### src/assert_macros.svh
// Assertion macros for the RTL file that carries checks.
// No dependencies; included by the top-level file, which writes concurrent assertions.
`ifndef ASSERT_MACROS_SVH
`define ASSERT_MACROS_SVH
`ifndef SYNTHESIS
`define AST_ALWAYS(lbl, clk, rstn, cond, msg) \
  lbl: assert property (@(posedge clk) disable iff (!rstn) (cond)) else $error(msg);
`define AST_NEXT(lbl, clk, rstn, pre, post, msg) \
  lbl: assert property (@(posedge clk) disable iff (!rstn) (pre) |=> (post)) else $error(msg);
`else
`define AST_ALWAYS(lbl, clk, rstn, cond, msg)
`define AST_NEXT(lbl, clk, rstn, pre, post, msg)
`endif
`endif

### src/ptrr_pkg.sv
// Package for the process table: operation and status codes, FSM state,
// and the command/status structs between controller and datapath. No dependencies.
`default_nettype none
package ptrr_pkg;
  localparam int SLOTS_DEF = 64;
  localparam logic [14:0] PID_LAST = 15'd32766;

  // Operation codes.
  localparam logic [3:0] OP_ALLOC = 4'd0;
  localparam logic [3:0] OP_FREE  = 4'd1;
  localparam logic [3:0] OP_READY = 4'd2;
  localparam logic [3:0] OP_YIELD = 4'd3;
  localparam logic [3:0] OP_BLOCK = 4'd4;
  localparam logic [3:0] OP_SCHED = 4'd5;
  localparam logic [3:0] OP_RUN   = 4'd6;
  localparam logic [3:0] OP_FORK  = 4'd7;
  localparam logic [3:0] OP_EXIT  = 4'd8;
  localparam logic [3:0] OP_FIND  = 4'd9;

  // Slot status codes.
  localparam logic [2:0] ST_UNUSED  = 3'd0;
  localparam logic [2:0] ST_UNINIT  = 3'd1;
  localparam logic [2:0] ST_READY   = 3'd2;
  localparam logic [2:0] ST_RUNNING = 3'd3;
  localparam logic [2:0] ST_BLOCKED = 3'd4;
  localparam logic [2:0] ST_ZOMBIE  = 3'd5;

  typedef enum logic [2:0] {
    S_IDLE, S_READ, S_MOD, S_SCAN, S_OUT
  } state_t;

  typedef struct packed {
    logic load;
    logic rd_row;
    logic mod;
    logic scan_start;
    logic scan_run;
    logic finish;
  } cmd_t;

  typedef struct packed {
    logic needs_rmw;
    logic needs_scan;
    logic scan_done;
    logic out_free;
  } sts_t;
endpackage
`default_nettype wire

### src/ptrr_ctrl.sv
// Controller state machine of the process table.
// Depends on ptrr_pkg for the state, command and status types.
`default_nettype none
module ptrr_ctrl
  import ptrr_pkg::*;
(
  input  wire logic clk,
  input  wire logic rst_n,
  input  wire logic in_valid,
  output logic      in_ready,
  input  wire sts_t sts,
  output cmd_t      cmd
);
  state_t state_r, state_nxt;

  // State register.
  always_ff @(posedge clk) begin
    if (!rst_n) begin
      state_r <= S_IDLE;
    end else begin
      state_r <= state_nxt;
    end
  end

  // Next state.
  always_comb begin
    state_nxt = state_r;
    case (state_r)
      S_IDLE: begin
        if (in_valid) state_nxt = S_READ;
      end
      S_READ: begin
        if (sts.needs_rmw) state_nxt = S_MOD;
        else if (sts.needs_scan) state_nxt = S_SCAN;
        else state_nxt = S_OUT;
      end
      S_MOD: begin
        state_nxt = sts.needs_scan ? S_SCAN : S_OUT;
      end
      S_SCAN: begin
        if (sts.scan_done) state_nxt = S_OUT;
      end
      S_OUT: begin
        if (sts.out_free) state_nxt = S_IDLE;
      end
      default: state_nxt = S_IDLE;
    endcase
  end

  // Commands to the datapath.
  always_comb begin
    cmd = '0;
    in_ready = 1'b0;
    case (state_r)
      S_IDLE: begin
        in_ready = 1'b1;
        cmd.load = in_valid;
      end
      S_READ: begin
        cmd.rd_row = sts.needs_rmw;
        cmd.scan_start = !sts.needs_rmw && sts.needs_scan;
      end
      S_MOD: begin
        cmd.mod = 1'b1;
        cmd.scan_start = sts.needs_scan;
      end
      S_SCAN: cmd.scan_run = 1'b1;
      S_OUT: cmd.finish = sts.out_free;
      default: cmd = '0;
    endcase
  end
endmodule
`default_nettype wire

### config.mk
export PLATFORM = sky130hd
export DESIGN_NAME = ptrr_ctrl
export DESIGN_NICKNAME = d
export VERILOG_FILES = /design/src/assert_macros.svh /design/src/ptrr_pkg.sv /design/src/ptrr_ctrl.sv
export SDC_FILE = /design/constraint.sdc
export NUM_CORES = 1
export LEC_CHECK = 0
export BUFFER_PORTS_ARGS = -buffer_cell sky130_fd_sc_hd__clkbuf_2
export CAP_MARGIN = 10
export CORE_AREA = 5 5 42 44
export DETAILED_ROUTE_END_ITERATION = 7
export DIE_AREA = 0 0 47 49
export PLACE_DENSITY = 0.39
export SYNTH_ARGS = -nofsm -noshare
export SYNTH_HDL_FRONTEND = slang
export SYNTH_SLANG_ARGS = --single-unit
export TNS_END_PERCENT = 50
### constraint.sdc
create_clock -name clk -period 2.3 [get_ports clk]
set_clock_uncertainty 0.05 [all_clocks]
set_input_delay 0.23 -clock clk [delete_from_list [all_inputs] [get_ports clk]]
set_output_delay 0.23 -clock clk [all_outputs]
set_load 0.05 [all_outputs]
==> results.ini, run 1 <==
[status]
status = finished clean

[clock_tree]
cts_root_buffer = clkbuf_4
h-tree-depth = 1
clkTransAtPathRegs_ns = 0.04
numCtsBuffers = 3
cts.repair.resized = 0
cts_tree = built
post_cts_buffers = 0
clk_latency_ns = 0.23
clkSinkCount = 3
clock_path_buffers = 2
holdBufCountCts = 0

[cells_and_area]
largest_reg_flops = 3
nNetsFinal = 56
final_util = 0.2545
regMostFlops = state_r
syn_to_final_growth_pct = 42.50
top_regs = state_r (3)
layout-drive-gt1-share = 0.3750
fill_cells = 170
n_antenna_cell = 0

[setup_path]
crit_required_ns = 2.02
critPathLaunchType = flop
end_kind = primary output
crit_fanout = 7
r2r_cells = 4
r2r_start = state_r[1]$_SDFFE_PN0P_
path_class = reg -> out
cp.arrival_ns = 1.40
reg2reg_setup_slack_ns = 0.97
r2r_end = state_r[2]$_SDFFE_PN0P_

[yosys]
synth-simple-area-share = 0.3650
yosysUniqueCellTypes = 25
netlist_top_cells_area = dfxtp_1 24%, nand2b_1 5.0%, nor2_1 4.5%
netlist_instances = 33
synth_area_leader_cell = dfxtp_1
synth_compound_area_frac = 0.2850
yosysSeqAreaShare = 0.2400
avgSynthCellArea_um2 = 7.583
yosysWarnings = 0
syn-cell-area_um2 = 250.2
synth_top_family_by_area = simple AND/OR/NAND/NOR gates
synth_xor_area_frac = 0
synth_fa_ha_area_frac = 0
muxShareOfSynthArea = 0.04000
synth_nets = 40
synth_seq_cells = 3
yosys.area.top_type_share = 0.2400

[floorplanning]
io-pin-count = 14
die_w_um = 47
dieArea_um2 = 2303
start_util = 0.1786
rows = 14
core-area_um2 = 1401
die_height_um = 49

[sta]
timing.final.crit_share = 0.7309
period_minus_slack_ns = 1.681
max_slew_margin = 0.6859
max_freq_mhz = 594.9
grt_setup_unrepaired = false
worst_pin_slew_ns = 0.4704
finalMaxSlewViolations = 0
final_hold_viol_count = 0
setup_viol = 0

[placed_design]
hpwl_um = 536.8
place.gp.congestion = 0.6775
portBuffers = 13

[global_route]
gr-usage-all-layers = 0.06761
grt-ovfl-total = 0
grt_max_degree = 17
grt_pass1_vias = 271
antenna_found_initial = 0
grt_pass1_wl_mm = 1.159

[routing]
via_per_inst = 4.563
wl_per_cell_um = 10.69
ant_nets = 0
drt_wl_total_um = 684
remaining_drc_errors = 0
drtIter0Drc = 5
vias = 292
drt_pre_antenna_iters = 2

[pwr]
power_density_nw_per_um2 = 790.4
p_leak_uw = 0.0001519
p_total_uw = 281.8
vdd_drop_max_v = 0.0002374

[worst_hold_path]
hold_path.class = in -> reg
holdPathStages = 2
hold_path_startpoint = sts[1]
hold_path_end = state_r[1]$_SDFFE_PN0P_

[run]
maxCapViolations = 0

==> where the power goes <==
| group | switching [uW] | internal, uW | total (uW) | leakage (uW) |
|---|---|---|---|---|
| logic | 77.1 | 35.6 | 113 | 0.000112 |
| clock network | 26.0 | 64.9 | 91.0 | 0.0000150 |
| registers | 19.5 | 58.7 | 78.2 | 0.0000246 |
| total | 123 | 159 | 282 | 0.000152 |
==> layer usage <==
metal,part of all wire,vias up,GRT usage
met5,0,-,0
met1,0.40,130,0.08791
met4,0,0,0.04147
li1,-,155,-
met3,0.10,0,0.01845
met2,0.49,7,0.09502
==> placed cells by master, fill, tap and decap left out, types with 2 or more instances in the layout <==
cell,instances
clkbuf_2,13
nor2_1,3
clkbuf_4,3
dfxtp_1,3
inv_1,2
nand2b_1,2
a21oi_1,2
==> Yosys cell counts, drive strengths merged <==
library cell,number
nand2b,2
inv,2
and3,1
nor3,1
dfxtp,3
and2,1
a31oi,1
nand2,1
mux2i,1
nor3b,1
o21a,1
nand3b,1
a21oi,2
o21ai,2
nor4,1
or3,1
o311ai,1
nor2,3
a311oi,1
a211oi,1
nor4b,1
nor4bb,1
o41ai,1
buf,2
==> final cells by class <==
| type | count | area [um^2] | share of cell area |
|---|---|---|---|
| Multi-Input combinational cell | 26 | 177.7 | 0.4982 |
| Clock buffer | 4 | 26.28 | 0.07368 |
| Sequential cell | 3 | 60.06 | 0.1684 |
| Tap cell | 16 | 20.02 | 0.05614 |
| Inverter | 2 | 7.507 | 0.02105 |
| Timing Repair Buffer | 13 | 65.06 | 0.1825 |
==> per-stage QoR <==
step / hold WS, ns / setup TNS (ns) / instances / cell area, um^2 / setup WS [ns]
6_report: 0.2041 / 0 / 64 / 356.6 / 0.6190
5_1_grt: 0.2122 / 0 / 64 / 356.6 / 0.4964
4_1_cts: 0.1985 / 0 / 64 / 356.6 / 0.5958
3_5_place_dp: 0.4480 / 0 / 60 / 330.3 / 0.8505
3_3_place_gp: 0.4547 / 0 / 60 / 330.3 / 0.8358
2_1_floorplan: 0.2977 / -0.1673 / 33 / 255.2 / -0.1400
==> worst max path at each step <==
stage / startpoint / endpoint / slack [ns] / depth (start not counted)
after global routing: state_r[2]$_SDFFE_PN0P_ / cmd[0] / 0.50 / 3
after global placement: state_r[2]$_SDFFE_PN0P_ / cmd[0] / 0.84 / 3
after CTS: state_r[2]$_SDFFE_PN0P_ / cmd[0] / 0.60 / 3
after floorplan: state_r[1]$_SDFFE_PN0P_ / cmd[0] / -0.14 / 2
final: state_r[2]$_SDFFE_PN0P_ / cmd[0] / 0.62 / 3
after detailed placement: state_r[2]$_SDFFE_PN0P_ / cmd[0] / 0.85 / 3
==> worst max-delay path: stages, from the launching register on <==
cell and delay [ns]:
dfxtp_1 0.45, inv_1 0.13, nor4b_1 0.26, clkbuf_2 0.33
==> logic make-up (layout without fill, tap and decap cells) <==
group                  Yosys count  after routing
DFF                              3              3
AOI/OAI and AO/OA               10             10
and+or+nand+nor                 15             15
buffers and inverters            4             19
muxes                            1              1
No activity file was read; power rests on OpenSTA's default activity.
==> run 2: changes to the inputs <==
--- a/config.mk
+++ b/config.mk
@@ -10,7 +10,7 @@
 export CORE_AREA = 5 5 42 44
 export DETAILED_ROUTE_END_ITERATION = 7
 export DIE_AREA = 0 0 47 49
-export PLACE_DENSITY = 0.39
+export PLACE_DENSITY = 0.4
 export SYNTH_ARGS = -nofsm -noshare
 export SYNTH_HDL_FRONTEND = slang
 export SYNTH_SLANG_ARGS = --single-unit
==> constraint.sdc (replaced) <==
create_clock -name clk -period 1.4 [get_ports clk]
set_clock_uncertainty 0.05 [all_clocks]
set_input_delay 0.14 -clock clk [delete_from_list [all_inputs] [get_ports clk]]
set_output_delay 0.14 -clock clk [all_outputs]
set_load 0.05 [all_outputs]
==> run 2 against run 1 <==
  * Setup slack worse by 0.57 ns
  * Flip-flop and latch count unchanged
  * Critical path depth unchanged
  * Design area up 43%
  * Clock-buffer cell count unchanged
  * Register-to-register slack worse by 0.84 ns
  * Largest cell class unchanged
==> results.ini, run 2 (synthesis results as in run 1) <==
[routing]
remaining_drc_errors = 0
via_per_inst = 4.768
vias = 329
wl_per_cell_um = 11.59
drt_pre_antenna_iters = 4
ant_nets = 0
drt_wl_total_um = 800
drtIter0Drc = 9

[floorplanning]
io-pin-count = 14
dieArea_um2 = 2303
start_util = 0.1786
die_height_um = 49
core-area_um2 = 1401
rows = 14
die_w_um = 47

[placed_design]
place.gp.congestion = 0.6882
portBuffers = 13
dpl-instance-area_um2 = 376.6
dp_slack_ns = -0.008824

[global_route]
antenna_found_initial = 0
gr-usage-all-layers = 0.07822
grt_pass1_vias = 318
grt_pass1_wl_mm = 1.317
grt-ovfl-total = 0
grt_max_degree = 17

[sta]
setup_ws_ns = 0.04533
finalMaxSlewViolations = 0
fin_hold_ws_ns = 0.09354
final_hold_viol_count = 0
grt_setup_unrepaired = true
worst_pin_slew_ns = 0.3148
tns_ns = 0
setup_viol = 0
max_slew_margin = 0.7875
timing.final.crit_share = 0.9676
period_minus_slack_ns = 1.355
max_freq_mhz = 738.2

[worst_hold_path]
hold_path.class = in -> reg

[setup_path]
end_kind = primary output
slowest_delay_ns = 0.31
path_class = reg -> out
critPathLaunchType = flop
crit_path_top_delay_cell = dfxtp_2
crit_required_ns = 1.21
cp.arrival_ns = 1.16
crit_fanout = 6
path_cells = buf_6, nor4bb_4, clkbuf_8

[pwr]
power_density_nw_per_um2 = 1137
vdd_drop_max_v = 0.0004830
p_leak_uw = 0.0002105

[cells_and_area]
layout-drive-gt1-share = 0.5849
regMostFlops = state_r
n_antenna_cell = 0
final_common_cell = clkbuf_2
final_cell_mix = 7 x clkbuf_2, 4 x clkbuf_4, 4 x buf_4
fill_cells = 161
final_util = 0.3634
largest_reg_flops = 3
top_regs = state_r (3)
syn_to_final_growth_pct = 103.5
nNetsFinal = 61
fin_area_um2 = 509.2

[clock_tree]
holdBufCountCts = 0
cts_tree = built
clkSinkCount = 3
numCtsBuffers = 3
clkTransAtPathRegs_ns = 0.05
clock_path_buffers = 2
cts_root_buffer = clkbuf_4
h-tree-depth = 1
clk_latency_ns = 0.24

[status]
status = finished clean

[run]
maxCapViolations = 0

## run 2: per-stage QoR
stage,instances,total power (uW)
global route,69,619.3
global placement,63,347.6
finish,69,579.0
floorplan,33,288.8
CTS,67,541.5
detailed placement,63,347.5
## run 2: worst max-delay path, delay by kind of cell (launching register included)
family / cells / cell delay, ns
and+or+nand+nor: 1 / 0.27
DFF: 1 / 0.31
buffers and inverters: 2 / 0.35
## run 2: area by class of cell
| cell class | instances | area (um^2) | area share |
|---|---|---|---|
| Clock buffer | 4 | 26.28 | 0.05160 |
| Inverter | 2 | 7.507 | 0.01474 |
| Multi-Input combinational cell | 26 | 224.0 | 0.4398 |
| Sequential cell | 3 | 68.82 | 0.1351 |
| Tap cell | 16 | 20.02 | 0.03931 |
| Timing Repair Buffer | 18 | 162.7 | 0.3194 |
## run 2: layer usage
metal / wire (um) / up-vias / track usage
met4: 0 / 0 / 0.04608
li1: - / 165 / -
met5: 0 / - / 0
met1: 356 / 148 / 0.08811
met3: 70 / 0 / 0.04797
met2: 373 / 16 / 0.1086
## run 2: what timing repair did
item,4_1_cts,5_1_grt
gates cloned,0,1
pin swaps,0,2
setup endpoints to repair,7,6
gates resized for setup,13,12
buffers inserted,0,1
endpoints found under the hold margin,0,0
## run 2: final timing paths
| kind | start | end | slack (ns) | cells past startpoint |
|---|---|---|---|---|
| worst max-delay path | state_r[2]$_SDFFE_PN0P_ | cmd[4] | 0.05 | 3 |
| worst min-delay path | sts[1] | state_r[1]$_SDFFE_PN0P_ | 0.09 | 2 |
| worst max register to register | state_r[1]$_SDFFE_PN0P_ | state_r[2]$_SDFFE_PN0P_ | 0.13 | 4 |
| worst min register to register | state_r[2]$_SDFFE_PN0P_ | state_r[0]$_SDFFE_PN0P_ | 0.51 | 2 |
## run 2: where the power goes
part,switching (uW),internal [uW]
Sequential,26.5,99.2
Clock,52.3,107
Combinational,160,133
